File: src/stream_find_and_replace_assert.svh
// Assertion macros shared by the find-and-replace modules.
// Every macro expects i_clk and i_rst_n to be visible where it is used.
`ifndef STREAM_FIND_AND_REPLACE_ASSERT_SVH
`define STREAM_FIND_AND_REPLACE_ASSERT_SVH

// The consequent must hold in the same cycle as the antecedent.
`define SFR_ASSERT_NOW(label, ante, cons, msg) \
    label: assert property (@(posedge i_clk) disable iff (!i_rst_n) \
        (ante) |-> (cons)) else $error(msg);

// The consequent must hold in the cycle after the antecedent.
`define SFR_ASSERT_NEXT(label, ante, cons, msg) \
    label: assert property (@(posedge i_clk) disable iff (!i_rst_n) \
        (ante) |=> (cons)) else $error(msg);

`endif

File: src/sfr_pkg.sv
// Shared types and constants of the stream find-and-replace block.
// No dependencies; every file of the block but the assertion header uses it.
package sfr_pkg;

    localparam int PATTERN_MAX = 8;
    localparam int REPLACE_MAX = 8;
    localparam int BUF_DEPTH   = PATTERN_MAX - 1;
    localparam int BYTE_W      = 8;
    localparam int CFG_DATA_W  = 64;
    localparam int LEN_W       = 4;
    localparam int CNT_W       = 3;
    localparam int Q_DEPTH     = 2;
    localparam int Q_AW        = 1;
    localparam int Q_CW        = 2;

    // Configuration register indexes.
    localparam logic [1:0] CFG_PATTERN_BYTES      = 2'd0;
    localparam logic [1:0] CFG_PATTERN_LENGTH     = 2'd1;
    localparam logic [1:0] CFG_REPLACEMENT_BYTES  = 2'd2;
    localparam logic [1:0] CFG_REPLACEMENT_LENGTH = 2'd3;

    typedef logic [PATTERN_MAX-1:0][BYTE_W-1:0] t_bytes;

    // Configuration as seen by the datapath, lengths already clamped.
    typedef struct packed {
        logic [CFG_DATA_W-1:0] pattern;
        logic [LEN_W-1:0]      plen;
        logic [CFG_DATA_W-1:0] repl;
        logic [LEN_W-1:0]      rlen;
    } t_cfg;

    // One output run: literal bytes, then replacement bytes, or an end marker.
    typedef struct packed {
        t_bytes           lit;
        logic [LEN_W-1:0] lit_cnt;
        logic [CNT_W-1:0] beats_m1;
        logic             marker;
        logic             text_end;
    } t_cmd;

endpackage

File: src/sfr_in_if.sv
// Input text channel: one text byte and its end flag per beat.
// Depends on sfr_pkg for widths.
interface sfr_in_if;
    logic                       valid;
    logic                       ready;
    logic [sfr_pkg::BYTE_W-1:0] text_byte;
    logic                       text_end;

    modport source (output valid, output text_byte, output text_end, input ready);
    modport sink (input valid, input text_byte, input text_end, output ready);
endinterface

File: src/sfr_out_if.sv
// Output text channel: one emitted byte with its framing flags per beat.
// Depends on sfr_pkg for widths.
interface sfr_out_if;
    logic                       valid;
    logic                       ready;
    logic [sfr_pkg::BYTE_W-1:0] out_byte;
    logic                       byte_valid;
    logic                       run_last;
    logic                       output_end;

    modport source (output valid, output out_byte, output byte_valid, output run_last,
                    output output_end, input ready);
    modport sink (input valid, input out_byte, input byte_valid, input run_last,
                  input output_end, output ready);
endinterface

File: src/sfr_front.sv
// Front end: accepts text bytes, tracks the pending prefix and issues run commands.
// Depends on sfr_pkg and sfr_in_if.
module sfr_front (
    input  logic                 i_clk,
    input  logic                 i_rst_n,
    sfr_in_if.sink               i_text,
    input  sfr_pkg::t_cfg        i_cfg,
    input  logic                 i_full,
    output logic                 o_push,
    output sfr_pkg::t_cmd        o_cmd
);

    logic [sfr_pkg::BYTE_W-1:0]  r_buf [sfr_pkg::BUF_DEPTH];
    logic [sfr_pkg::BYTE_W-1:0]  n_buf [sfr_pkg::BUF_DEPTH];
    logic [sfr_pkg::CNT_W-1:0]   r_cnt;
    logic [sfr_pkg::CNT_W-1:0]   n_cnt;

    sfr_pkg::t_bytes             work;
    logic [sfr_pkg::LEN_W-1:0]   n_work;
    logic [sfr_pkg::PATTERN_MAX:0] ok;
    logic [sfr_pkg::LEN_W-1:0]   shift;
    logic [sfr_pkg::LEN_W-1:0]   rel;
    logic [sfr_pkg::LEN_W-1:0]   keep;
    logic [sfr_pkg::LEN_W-1:0]   beats;
    logic                        passthru;
    logic                        match;
    logic                        accept;

    assign i_text.ready = !i_full;
    assign accept       = i_text.valid && i_text.ready;

    // Held bytes followed by the new byte, and the search for the shortest release.
    always_comb begin
        for (int i = 0; i < sfr_pkg::BUF_DEPTH; i++) begin
            work[i] = (sfr_pkg::CNT_W'(i) < r_cnt) ? r_buf[i] : i_text.text_byte;
        end
        work[sfr_pkg::PATTERN_MAX-1] = i_text.text_byte;
        n_work = {1'b0, r_cnt} + sfr_pkg::LEN_W'(1);

        // ok[s] is set when the bytes from position s on are a prefix of the pattern.
        for (int s = 0; s <= sfr_pkg::PATTERN_MAX; s++) begin
            ok[s] = 1'b1;
            for (int i = 0; i < sfr_pkg::PATTERN_MAX; i++) begin
                if ((i + s < sfr_pkg::PATTERN_MAX) && (i + s < int'(n_work)) &&
                    (work[i+s] != i_cfg.pattern[i*sfr_pkg::BYTE_W +: sfr_pkg::BYTE_W])) begin
                    ok[s] = 1'b0;
                end
            end
        end
        shift = sfr_pkg::LEN_W'(sfr_pkg::PATTERN_MAX);
        for (int s = sfr_pkg::PATTERN_MAX; s >= 0; s--) begin
            if (ok[s]) begin
                shift = sfr_pkg::LEN_W'(s);
            end
        end

        // Classify: pass everything through, release leading bytes, or match.
        passthru = (i_cfg.plen == '0) || (n_work > i_cfg.plen);
        rel      = passthru ? n_work : shift;
        keep     = n_work - rel;
        match    = !passthru && (keep == i_cfg.plen);

        if (match || i_text.text_end) begin
            n_cnt = '0;
        end else begin
            n_cnt = keep[sfr_pkg::CNT_W-1:0];
        end

        // The bytes that stay pending move down to the front of the buffer.
        for (int i = 0; i < sfr_pkg::BUF_DEPTH; i++) begin
            n_buf[i] = work[i];
            for (int r = 1; r < sfr_pkg::PATTERN_MAX; r++) begin
                if ((rel == sfr_pkg::LEN_W'(r)) && (i + r < sfr_pkg::PATTERN_MAX)) begin
                    n_buf[i] = work[i+r];
                end
            end
        end

        // Build the run command for the back end.
        o_cmd.lit      = work;
        o_cmd.lit_cnt  = (i_text.text_end && !match) ? n_work : rel;
        o_cmd.text_end = i_text.text_end;
        beats          = o_cmd.lit_cnt + (match ? i_cfg.rlen : '0);
        o_cmd.marker   = i_text.text_end && (beats == '0);
        o_cmd.beats_m1 = (beats == '0) ? '0 : sfr_pkg::CNT_W'(beats - sfr_pkg::LEN_W'(1));
        o_push         = accept && ((beats != '0) || i_text.text_end);
    end

    // Pending count.
    always_ff @(posedge i_clk) begin
        if (!i_rst_n) begin
            r_cnt <= '0;
        end else if (accept) begin
            r_cnt <= n_cnt;
        end
    end

    // Pending bytes; an entry is read only after it was written.
    always_ff @(posedge i_clk) begin
        if (accept) begin
            r_buf <= n_buf;
        end
    end

endmodule

File: src/sfr_queue.sv
// Two-entry command queue between the front end and the back end.
// Depends on sfr_pkg and the assertion macro header.
`include "stream_find_and_replace_assert.svh"

module sfr_queue (
    input  logic          i_clk,
    input  logic          i_rst_n,
    input  logic          i_push,
    input  sfr_pkg::t_cmd i_cmd,
    input  logic          i_pop,
    output sfr_pkg::t_cmd o_head,
    output logic          o_empty,
    output logic          o_full
);

    sfr_pkg::t_cmd             r_mem [sfr_pkg::Q_DEPTH];
    logic [sfr_pkg::Q_AW-1:0]  r_wr;
    logic [sfr_pkg::Q_AW-1:0]  r_rd;
    logic [sfr_pkg::Q_CW-1:0]  r_count;

    assign o_empty = (r_count == '0);
    assign o_full  = (r_count == sfr_pkg::Q_CW'(sfr_pkg::Q_DEPTH));
    assign o_head  = r_mem[r_rd];

    // Pointers and fill count.
    always_ff @(posedge i_clk) begin
        if (!i_rst_n) begin
            r_wr    <= '0;
            r_rd    <= '0;
            r_count <= '0;
        end else begin
            if (i_push) begin
                r_wr <= r_wr + sfr_pkg::Q_AW'(1);
            end
            if (i_pop) begin
                r_rd <= r_rd + sfr_pkg::Q_AW'(1);
            end
            if (i_push && !i_pop) begin
                r_count <= r_count + sfr_pkg::Q_CW'(1);
            end else if (i_pop && !i_push) begin
                r_count <= r_count - sfr_pkg::Q_CW'(1);
            end
        end
    end

    // Command storage.
    always_ff @(posedge i_clk) begin
        if (i_push) begin
            r_mem[r_wr] <= i_cmd;
        end
    end

    `SFR_ASSERT_NOW(a_no_overflow, i_push && !i_pop, !o_full, "queue overflow")
    `SFR_ASSERT_NOW(a_no_underflow, i_pop, !o_empty, "queue underflow")
    `SFR_ASSERT_NOW(a_count_range, 1'b1, r_count <= sfr_pkg::Q_CW'(sfr_pkg::Q_DEPTH),
        "queue count out of range")

endmodule

File: src/sfr_back.sv
// Back end: expands run commands into beats, one beat per cycle while ready is high.
// Depends on sfr_pkg, sfr_out_if and the assertion macro header.
`include "stream_find_and_replace_assert.svh"

module sfr_back (
    input  logic          i_clk,
    input  logic          i_rst_n,
    input  sfr_pkg::t_cmd i_head,
    input  logic          i_empty,
    input  sfr_pkg::t_cfg i_cfg,
    output logic          o_pop,
    sfr_out_if.source     o_text
);

    logic                       r_busy;
    sfr_pkg::t_cmd              r_cmd;
    logic [sfr_pkg::CNT_W-1:0]  r_pos;
    logic                       last;
    logic                       fire;
    logic [sfr_pkg::LEN_W-1:0]  ridx;

    assign last  = (r_pos == r_cmd.beats_m1);
    assign fire  = o_text.valid && o_text.ready;
    assign o_pop = (!r_busy || (fire && last)) && !i_empty;

    // Beat payload: literal bytes first, then replacement bytes, or the end marker.
    always_comb begin
        ridx = {1'b0, r_pos} - r_cmd.lit_cnt;
        o_text.valid      = r_busy;
        o_text.byte_valid = !r_cmd.marker;
        o_text.run_last   = last;
        o_text.output_end = last && r_cmd.text_end;
        if (r_cmd.marker) begin
            o_text.out_byte = '0;
        end else if ({1'b0, r_pos} < r_cmd.lit_cnt) begin
            o_text.out_byte = r_cmd.lit[r_pos];
        end else begin
            o_text.out_byte =
                i_cfg.repl[ridx[sfr_pkg::CNT_W-1:0]*sfr_pkg::BYTE_W +: sfr_pkg::BYTE_W];
        end
    end

    // Run sequencing.
    always_ff @(posedge i_clk) begin
        if (!i_rst_n) begin
            r_busy <= 1'b0;
        end else if (o_pop) begin
            r_busy <= 1'b1;
        end else if (fire && last) begin
            r_busy <= 1'b0;
        end
    end

    always_ff @(posedge i_clk) begin
        if (o_pop) begin
            r_cmd <= i_head;
            r_pos <= '0;
        end else if (fire && !last) begin
            r_pos <= r_pos + sfr_pkg::CNT_W'(1);
        end
    end

    `SFR_ASSERT_NOW(a_marker_ends, o_text.valid && !o_text.byte_valid,
        o_text.run_last && o_text.output_end, "end marker not flagged as final beat")
    `SFR_ASSERT_NOW(a_end_is_last, o_text.valid && o_text.output_end, o_text.run_last,
        "text end on a beat that does not close its run")
    `SFR_ASSERT_NEXT(a_stall_holds, o_text.valid && !o_text.ready,
        o_text.valid && $stable(r_pos), "beat position moved while stalled")

endmodule

File: src/stream_find_and_replace.sv
// Top level of the stream find-and-replace block.
// Depends on sfr_pkg, sfr_in_if, sfr_out_if, sfr_front, sfr_queue and sfr_back.

// Replaces every non-overlapping occurrence of the configured pattern (up to eight
// bytes) in a byte stream by the configured replacement (up to eight bytes). A text
// byte is taken every cycle while the two-entry command queue has room; a byte that
// only extends a possible match produces no beat. The output side sends one beat per
// cycle while the output is ready, so the sustained rate is one text byte per cycle
// as long as each byte yields at most one beat; a match adds the replacement bytes
// to the output, and the flush at text end up to eight bytes, with the input stalling
// once the queue fills. The first beat of a byte passes through the command queue
// and the run register of the back end before it is valid. A text end that leaves
// nothing to send yields one beat with byte_valid low. Write the configuration only
// while no text is in flight; there is no clearing pass after reset.
module stream_find_and_replace (
    input  logic                           i_clk,
    input  logic                           i_rst_n,
    sfr_in_if.sink                         i_text,
    sfr_out_if.source                      o_text,
    input  logic                           i_cfg_we,
    input  logic [1:0]                     i_cfg_idx,
    input  logic [sfr_pkg::CFG_DATA_W-1:0] i_cfg_data
);

    logic [sfr_pkg::CFG_DATA_W-1:0] r_pattern;
    logic [sfr_pkg::LEN_W-1:0]      r_plen;
    logic [sfr_pkg::CFG_DATA_W-1:0] r_repl;
    logic [sfr_pkg::LEN_W-1:0]      r_rlen;
    sfr_pkg::t_cfg                  cfg;
    sfr_pkg::t_cmd                  push_cmd;
    sfr_pkg::t_cmd                  head_cmd;
    logic                           push;
    logic                           pop;
    logic                           q_empty;
    logic                           q_full;

    // Configuration registers.
    always_ff @(posedge i_clk) begin
        if (!i_rst_n) begin
            r_pattern <= '0;
            r_plen    <= '0;
            r_repl    <= '0;
            r_rlen    <= '0;
        end else if (i_cfg_we) begin
            case (i_cfg_idx)
                sfr_pkg::CFG_PATTERN_BYTES:      r_pattern <= i_cfg_data;
                sfr_pkg::CFG_PATTERN_LENGTH:     r_plen    <= i_cfg_data[sfr_pkg::LEN_W-1:0];
                sfr_pkg::CFG_REPLACEMENT_BYTES:  r_repl    <= i_cfg_data;
                sfr_pkg::CFG_REPLACEMENT_LENGTH: r_rlen    <= i_cfg_data[sfr_pkg::LEN_W-1:0];
                default: begin
                end
            endcase
        end
    end

    // Clamp oversized lengths to the hardware maximum.
    always_comb begin
        cfg.pattern = r_pattern;
        cfg.repl    = r_repl;
        cfg.plen    = (r_plen > sfr_pkg::LEN_W'(sfr_pkg::PATTERN_MAX)) ?
                      sfr_pkg::LEN_W'(sfr_pkg::PATTERN_MAX) : r_plen;
        cfg.rlen    = (r_rlen > sfr_pkg::LEN_W'(sfr_pkg::REPLACE_MAX)) ?
                      sfr_pkg::LEN_W'(sfr_pkg::REPLACE_MAX) : r_rlen;
    end

    sfr_front u_front (
        .i_clk   (i_clk),
        .i_rst_n (i_rst_n),
        .i_text  (i_text),
        .i_cfg   (cfg),
        .i_full  (q_full),
        .o_push  (push),
        .o_cmd   (push_cmd)
    );

    sfr_queue u_queue (
        .i_clk   (i_clk),
        .i_rst_n (i_rst_n),
        .i_push  (push),
        .i_cmd   (push_cmd),
        .i_pop   (pop),
        .o_head  (head_cmd),
        .o_empty (q_empty),
        .o_full  (q_full)
    );

    sfr_back u_back (
        .i_clk   (i_clk),
        .i_rst_n (i_rst_n),
        .i_head  (head_cmd),
        .i_empty (q_empty),
        .i_cfg   (cfg),
        .o_pop   (pop),
        .o_text  (o_text)
    );

endmodule
File: src/flat_wrapper.sv
// flat-port wrapper written by rule: the top's interface ports become plain ports
module stream_find_and_replace_flat 
  (i_clk, i_rst_n, i_cfg_we, i_cfg_idx, i_cfg_data, i_text_valid, i_text_text_byte, i_text_text_end, i_text_ready, o_text_valid, o_text_out_byte, o_text_byte_valid, o_text_run_last, o_text_output_end, o_text_ready);
  sfr_in_if i_text_i ();
  sfr_out_if o_text_i ();
  input  logic i_clk;
  input  logic i_rst_n;
  input  logic i_cfg_we;
  input  logic [1:0] i_cfg_idx;
  input  logic [sfr_pkg::CFG_DATA_W-1:0] i_cfg_data;
  input wire logic [$bits(i_text_i.valid)-1:0] i_text_valid;
  input wire logic [$bits(i_text_i.text_byte)-1:0] i_text_text_byte;
  input wire logic [$bits(i_text_i.text_end)-1:0] i_text_text_end;
  output wire logic [$bits(i_text_i.ready)-1:0] i_text_ready;
  output wire logic [$bits(o_text_i.valid)-1:0] o_text_valid;
  output wire logic [$bits(o_text_i.out_byte)-1:0] o_text_out_byte;
  output wire logic [$bits(o_text_i.byte_valid)-1:0] o_text_byte_valid;
  output wire logic [$bits(o_text_i.run_last)-1:0] o_text_run_last;
  output wire logic [$bits(o_text_i.output_end)-1:0] o_text_output_end;
  input wire logic [$bits(o_text_i.ready)-1:0] o_text_ready;
  assign i_text_i.valid = i_text_valid;
  assign i_text_i.text_byte = i_text_text_byte;
  assign i_text_i.text_end = i_text_text_end;
  assign i_text_ready = i_text_i.ready;
  assign o_text_valid = o_text_i.valid;
  assign o_text_out_byte = o_text_i.out_byte;
  assign o_text_byte_valid = o_text_i.byte_valid;
  assign o_text_run_last = o_text_i.run_last;
  assign o_text_output_end = o_text_i.output_end;
  assign o_text_i.ready = o_text_ready;
  stream_find_and_replace u_core (.i_clk(i_clk), .i_rst_n(i_rst_n), .i_text(i_text_i), .o_text(o_text_i), .i_cfg_we(i_cfg_we), .i_cfg_idx(i_cfg_idx), .i_cfg_data(i_cfg_data));
endmodule
File: config.mk
export PLATFORM = sky130hd
export DESIGN_NAME = stream_find_and_replace_flat
export DESIGN_NICKNAME = d
export VERILOG_FILES = /design/src/sfr_pkg.sv /design/src/sfr_in_if.sv /design/src/sfr_out_if.sv /design/src/sfr_front.sv /design/src/sfr_queue.sv /design/src/sfr_back.sv /design/src/stream_find_and_replace.sv /design/src/flat_wrapper.sv
export VERILOG_INCLUDE_DIRS = /design/src /design/src/src
export SDC_FILE = /design/constraint.sdc
export NUM_CORES = 1
export LEC_CHECK = 0
export ABC_AREA = 1
export CAP_MARGIN = 30
export CORE_MARGIN = 1.5
export CORE_UTILIZATION = 45
export CTS_CLUSTER_SIZE = 20
export DETAILED_ROUTE_END_ITERATION = 8
export DONT_BUFFER_PORTS = 1
export GPL_ROUTABILITY_DRIVEN = 1
export MAX_ROUTING_LAYER = met4
export PLACE_DENSITY_LB_ADDON = 0.12
export RECOVER_POWER = 100
export SYNTH_ARGS = -nofsm -noshare
export SYNTH_HDL_FRONTEND = slang
export SYNTH_SLANG_ARGS = --single-unit
export TNS_END_PERCENT = 1
File: constraint.sdc
create_clock -name i_clk -period 10.4 [get_ports i_clk]
set_input_delay 1.04 -clock i_clk [delete_from_list [all_inputs] [get_ports i_clk]]
set_output_delay 1.04 -clock i_clk [all_outputs]
set_load 0.03 [all_outputs]
# Word-level counts from Yosys, hierarchy flattened
# Memory sizes are Yosys's and may differ from the RTL's. A register that Yosys moved wholly into a read port is not among the register bits.
# Cells that the tools add are included.
# word_totals
ff_bits,203
latchBits,0
mem_bits_rw,146
rom_bits,0
inputBits,80
out_inout_bits,13
elab_cells,265
n_memories,1
# mem_list
memory,depth,width,read_ports,rd_clocked_by_memory_dff,wr,line,text
u_core.u_queue.r_mem,2,73,1,1,1,sfr_queue.sv:16,sfr_pkg::t_cmd r_mem [sfr_pkg::Q_DEPTH];
# classes
add_sub_neg,10
mul,0
n_div,0
n_lt_le_gt_ge,20
eq_ne,49
shift,1
n_mux,95
bitwise_logic,0
n_reduce_logical,72
# op_table
op,count
2-to-1 mux 8 bit,38
!= test 8 bit,36
indexed part select 64 x 7 -> 8 bit,1
2-to-1 mux 4 bit,13
logical AND 1 bit,48
2-to-1 mux 1 bit,39
binary-select mux 8 bit (select 3 bit),1
equality test 4 x 3 -> 1 bit (second input constant),4
< comparator 3 x 4 -> 1 bit (first input constant),4
zero test 1 bit,9
< comparator 3 bit (first input constant),3
equality test 4 x 2 -> 1 bit (second input constant),2
greater-than comparator 4 bit (second input constant),2
zero test 4 bit,2
< comparator 1 x 4 -> 1 bit (first input constant),2
< comparator 2 x 4 -> 1 bit (first input constant),2
AND reduction 2 bit,4
equality test 2 bit (second input constant),3
< comparator 1 x 3 -> 1 bit (first input constant),2
< comparator 2 x 3 -> 1 bit (first input constant),2
2-to-1 mux 3 bit,2
adder 3 x 1 -> 4 bit (second input constant),1
adder 4 bit,1
equality test 4 x 1 -> 1 bit (second input constant),1
18 further kinds,25

# Depth between registers and ports, before layout
# depth
ltp_word,28
mapped_depth,51

# Modules after synthesis
# A second synthesis with hierarchy kept.
# hier_totals
hier_cells,3799
area_unflattened_um2,27204.8
# modules_own_cells
mod,n_inst,cells_per_inst,area_each_um2,seq_area_each_um2
sfr_front,1,2229,11514.8,1741.7
sfr_queue,1,262,5848.1,4484.3
stream_find_and_replace,1,888,5834.3,2722.6
sfr_back,1,420,4007.6,2272.2

# Worst setup path before layout
# No wires, ideal clock.
# synth_timing
kind,input -> register
from,input port i_text_text_byte[5]
to,memory u_core.u_queue.r_mem[0][0] (netlist name) (enable)
setup_ps,505
arrival_ps,9394
t_required_ps,9895
setup_slack_ps,501
path_stages,38
n_path_buf,3
cell_sequence,buf_2 -> inv_1 -> buf_2 -> nand2_1 -> a21oi_1 -> nand2_1 -> o31ai_1 -> nand2_1 -> o21ai_1 -> o21ai_0 -> o21ai_0 -> nand2_1 -> nand2_1 -> nand2_2 -> inv_2 -> clkbuf_1 -> ha_1 -> inv_1 -> [2 not listed] -> xor2_1 -> o21ai_0 -> a2111oi_0 -> nand2_2 -> nand2_2 -> o21ai_0 -> ha_1 -> nand2_1 -> nand2_1 -> a31oi_1 -> inv_1 -> nand4_1 -> nand2_1 -> nand2_1 -> nand2_1 -> nand4_1 -> nand2_1 -> nor2_1
# synth_lines
element,line,text
start: declaration,flat_wrapper.sv:12,input wire logic [$bits(i_text_i.text_byte)-1:0] i_text_text_byte;
end: declaration,sfr_queue.sv:16,

==> results.md <==
| Item | This run | Unit |
|:---|:---|:---|
| Setup repair after global routing missed its margin | false | - |
| Cell repeated most along the worst path | sky130_fd_sc_hd__nand2_1 | - |
| Detailed placement HPWL | 73400 | um |
| Slack of the worst reg-to-reg path | 1.00 | ns |
| Switching component of the power | 0.00218 | W |
| Commonest non-fill, non-tap cell in the layout | sky130_fd_sc_hd__nand2_1 | - |
| Yosys top cell by area | sky130_fd_sc_hd__edfxtp_1 | - |
| Final nets | 3442 | - |
| Hold-fix buffers, CTS | 0 | - |
| Result of the run | complete, but fails checks | - |
| 1st-pass router iterations | 8 | - |
| First-pass GRT wire length | 151000 | um |
| Largest vdd supply drop | 0.000170 | V |
| CTS Buffer Depth | 3 | - |
| FFs w/ async S/R, synth | 0 | % |
| Net count after synthesis | 3541 | - |
| Final number of setup-violating endpoints | 0 | - |
| Leakage dissipation | 11.4 | nW |
| Area growth from synthesis to layout | 7.22 | % |
| Root Driver | sky130_fd_sc_hd__clkbuf_16 | - |
| IO Count | 93 | - |
| Maximum number of pins on one net before global-route repair | 141 | - |
| Clock tree from TritonCTS | done | - |
| Proportion of layout cells with a drive suffix above 1 | 4.41 | % |
| Maximum single-stage delay on the critical path | 0.84 | ns |
| Worst hold path class | reg -> reg | - |
| Clock skew | 0.0292 | ns |
| R2R cell count | 38 | - |
| Post-synth top flop | sky130_fd_sc_hd__edfxtp_1 | - |
| Std-Cell Rows | 85 | - |
| Overall fraction of global-route tracks in use | 37.8 | % |
| Sequential share of the synthesized area | 45.2 | % |
| Remaining antenna violation count after routing | 0 | - |
| M1 wire length | 42600 | um |
| Clock power share | 29.7 | % |
| Met2 WL post-DR | 47400 | um |
| Gate count after technology mapping | 3441 | - |
| Average instance area after synthesis | 7.21 | um2 |
| Met3 wire len | 8670 | um |
| Most frequent cells in the layout | sky130_fd_sc_hd__nand2_1 (1396), sky130_fd_sc_hd__o21ai_0 (311), sky130_fd_sc_hd__edfxtp_1 (275), sky130_fd_sc_hd__a21oi_1 (262), sky130_fd_sc_hd__inv_1 (249) | - |
| Final max-slew violation count | 649 | - |
| Sequential share of power | 40.2 | % |
| Cell-internal power | 0.00370 | W |
| Detail-routed via count per cell | 5.86 | - |
| Source of the critical timing path | u_core.u_front.r_cnt[0]$_SDFFE_PN0P_ | - |
| Number of port buffers | 0 | - |
| Syn Std Cell Area | 0.0248 | mm2 |
| Last weighted congestion value of the routability-driven placer | 1.00 | - |
| Fmax | 106 | MHz |
| Largest fanout on the critical path | 15 | - |
| Wirelength, routed | 105000 | um |
| Highest routed metal layer | met4 | - |
| DR DRC count | 0 | - |
| Required time of the critical path | 10.67 | ns |
| Tightest Pin Transition | 4.11 | ns |
| Area fraction of the dominant cell type after synthesis | 33.3 | % |
| Post-CTS sizing | 0 | - |
| FF+latch count, synth | 422 | - |
| Number of global-route vias before repair | 22200 | - |
| Count of unique library cells instantiated by Yosys | 44 | - |
| Horizontal die dimension | 238 | um |
| Clock Sinks | 422 | - |
| Warnings from Yosys | 0 | - |
| Number of levels in the clock H-tree | 2 | - |
| Power density cells | 221 | mW/mm2 |
| Vias after detailed routing | 23900 | - |
| Class of the most critical setup path | reg -> reg | - |
| Area contributors post-synth | sky130_fd_sc_hd__edfxtp_1 (33%), sky130_fd_sc_hd__nand2_1 (21%), sky130_fd_sc_hd__dfxtp_1 (12%) | - |
| Wirelength per Cell | 25.7 | um |
| Count of flip-flops with a built-in enable after synthesis | 275 | - |
| Initial detailed-routing violation count | 2858 | - |
| Tightest hold margin | 0.445 | ns |
| Height of the die | 238 | um |
| Total clock buffers created by CTS | 49 | - |
| Worst-case headroom to the max-slew limit | -174 | % |
| Number of max-cap violations | 16 | - |
| Termination of the worst setup path | u_core.u_queue.r_mem[0][17]$_DFFE_PP_ | - |
| Setup total negative slack | 0 | ns |
| Starting utilization of the core area | 45.8 | % |
| Clock-pin slew reported for the worst setup and hold paths after clock tree synthesis | 0.06 | ns |
| Endpoint kind of the worst setup timing path | register | - |
| Violations in the final reports | max-capacitance violations, max-slew violations | - |
| Clock period minus final worst setup slack | 9.40 | ns |
| Placeable Area | 0.0541 | mm2 |
| Clk Latency, worst-skew pair | 0.62 | ns |
| Filler instances | 5442 | - |
| Switching part of the total | 37.1 | % |
| Share of the clock period used by the worst path after layout | 90.4 | % |
| Final Hold Violating Endpoints | 0 | - |
| WP data arrival | 9.66 | ns |
| Combinational share of power | 30.1 | % |
| Startpoint Class | register | - |
| Number of buffers added for setup after CTS | 0 | - |
| R2R Path Start | u_core.u_front.r_cnt[0]$_SDFFE_PN0P_ | - |
| Remaining global-route overflow | 0 | - |
| Cell type of the slowest stage on the worst timing path | sky130_fd_sc_hd__nand2_1 | - |
| Initial antenna violation count | 4 | - |
| Critical register-to-register path endpoint | u_core.u_queue.r_mem[0][17]$_DFFE_PP_ | - |
| Die Area | 0.0565 | mm2 |
## cells in the mapped netlist (3+ instances only)
cell and n:
sky130_fd_sc_hd__a21oi_1 262, sky130_fd_sc_hd__a22oi_1 17, sky130_fd_sc_hd__a311oi_1 8, sky130_fd_sc_hd__a31oi_1 10, sky130_fd_sc_hd__a32oi_1 4, sky130_fd_sc_hd__buf_1 17
sky130_fd_sc_hd__buf_2 47, sky130_fd_sc_hd__buf_4 19, sky130_fd_sc_hd__buf_6 12, sky130_fd_sc_hd__clkbuf_1 103, sky130_fd_sc_hd__clkinv_1 12, sky130_fd_sc_hd__dfxtp_1 147
sky130_fd_sc_hd__edfxtp_1 275, sky130_fd_sc_hd__fa_1 3, sky130_fd_sc_hd__ha_1 17, sky130_fd_sc_hd__inv_1 249, sky130_fd_sc_hd__inv_2 13, sky130_fd_sc_hd__nand2_1 1379
sky130_fd_sc_hd__nand2_2 30, sky130_fd_sc_hd__nand3_1 155, sky130_fd_sc_hd__nand4_1 41, sky130_fd_sc_hd__nor2_1 168, sky130_fd_sc_hd__nor2_4 3, sky130_fd_sc_hd__nor3_1 6
sky130_fd_sc_hd__o211ai_1 9, sky130_fd_sc_hd__o21ai_0 286, sky130_fd_sc_hd__o21ai_1 50, sky130_fd_sc_hd__o21ai_2 14, sky130_fd_sc_hd__o21ai_4 3, sky130_fd_sc_hd__o221ai_1 11
sky130_fd_sc_hd__or2_2 3, sky130_fd_sc_hd__xnor2_1 23, sky130_fd_sc_hd__xor2_1 30
## worst max-delay path: cells and delay by family (launching register included)
kind                       cells  cell delay [ns]
xor gates and xnor gates       3             0.61
DFF                            1             0.74
and+or+nand+nor               24             4.85
buffers and inverters          3             0.56
adders and majority gates      2             0.76
AOI/OAI and AO/OA              6             1.53
## worst min path at each step
stage                                        start                        endpoint  slack, ns  cells past startpoint
CTS                 u_core.r_repl[32]$_SDFFE_PN0P_  u_core.r_repl[32]$_SDFFE_PN0P_       0.45                      2
detailed placement  u_core.r_repl[32]$_SDFFE_PN0P_  u_core.r_repl[32]$_SDFFE_PN0P_       0.44                      2
finish              u_core.r_repl[22]$_SDFFE_PN0P_  u_core.r_repl[22]$_SDFFE_PN0P_       0.45                      2
floorplan           u_core.r_repl[39]$_SDFFE_PN0P_  u_core.r_repl[39]$_SDFFE_PN0P_       0.42                      2
global placement    u_core.r_repl[15]$_SDFFE_PN0P_  u_core.r_repl[15]$_SDFFE_PN0P_       0.43                      2
global route         u_core.r_repl[3]$_SDFFE_PN0P_   u_core.r_repl[3]$_SDFFE_PN0P_       0.46                      2
## registers in the layout, indices dropped and copies added (netlist names)
name,flops
u_core.u_queue.r_mem,146
u_core.u_back.r_cmd,73
u_core.r_pattern,64
u_core.r_repl,64
u_core.u_front.r_buf,56
u_core.r_plen,4
u_core.r_rlen,4
u_core.u_back.r_pos,3
u_core.u_front.r_cnt,3
u_core.u_queue.r_count,2
u_core.u_back.o_text.valid,1
u_core.u_queue.r_rd,1
u_core.u_queue.r_wr,1
## stage by stage
| stage | power (W) | cells | cell area [um2] | utilization, % | setup WS, ns |
|---|---|---|---|---|---|
| after floorplan | 0.00347 | 3441 | 24800 | - | 0.501 |
| after global placement | 0.00410 | 3980 | 25100 | 46.3 | 1.69 |
| after detailed placement | 0.00414 | 3987 | 25200 | 46.5 | 1.74 |
| after CTS | 0.00588 | 4077 | 26800 | 49.5 | 1.73 |
| after global routing | 0.00616 | 4081 | 26600 | 49.1 | 0.402 |
| final | 0.00588 | 4081 | 26600 | 49.1 | 1.00 |
## per-layer routing
metal	vias up	GRT usage, %
li1	11100	-
met1	11300	48.9
met2	1266	57.3
met3	268	5.21
met4	0	21.1
met5	-	-
## cell families after synthesis
family,after synthesis,share of synthesized area [%]
compound gates,679,14.8
xor+xnor,53,1.87
fa+ha+maj,20,1.10
buf+inv,473,8.05
flops,422,45.2
simple gates,1794,29.1
## power groups by stage
stage | registers (W) | clock network (W) | logic [W]
after floorplan | 0.00233 | 0 | 0.00113
after global placement | 0.00237 | 0 | 0.00173
after detailed placement | 0.00237 | 0 | 0.00176
after CTS | 0.00234 | 0.00177 | 0.00177
after global routing | 0.00239 | 0.00184 | 0.00194
final | 0.00236 | 0.00175 | 0.00177
## layout make-up
type                    instances  area (um2)  area share (%)
repair buffers                 48         303            1.14
clock buffers                  69        1420            5.33
multi-input cells            2546       11500            43.4
well taps                     696         871            3.27
diodes                          4        10.0          0.0376
inverters                     275        1040            3.89
clock inverters                21         216           0.814
flip-flops and latches        422       11200            42.1
Power figures use the tool's default switching activity.
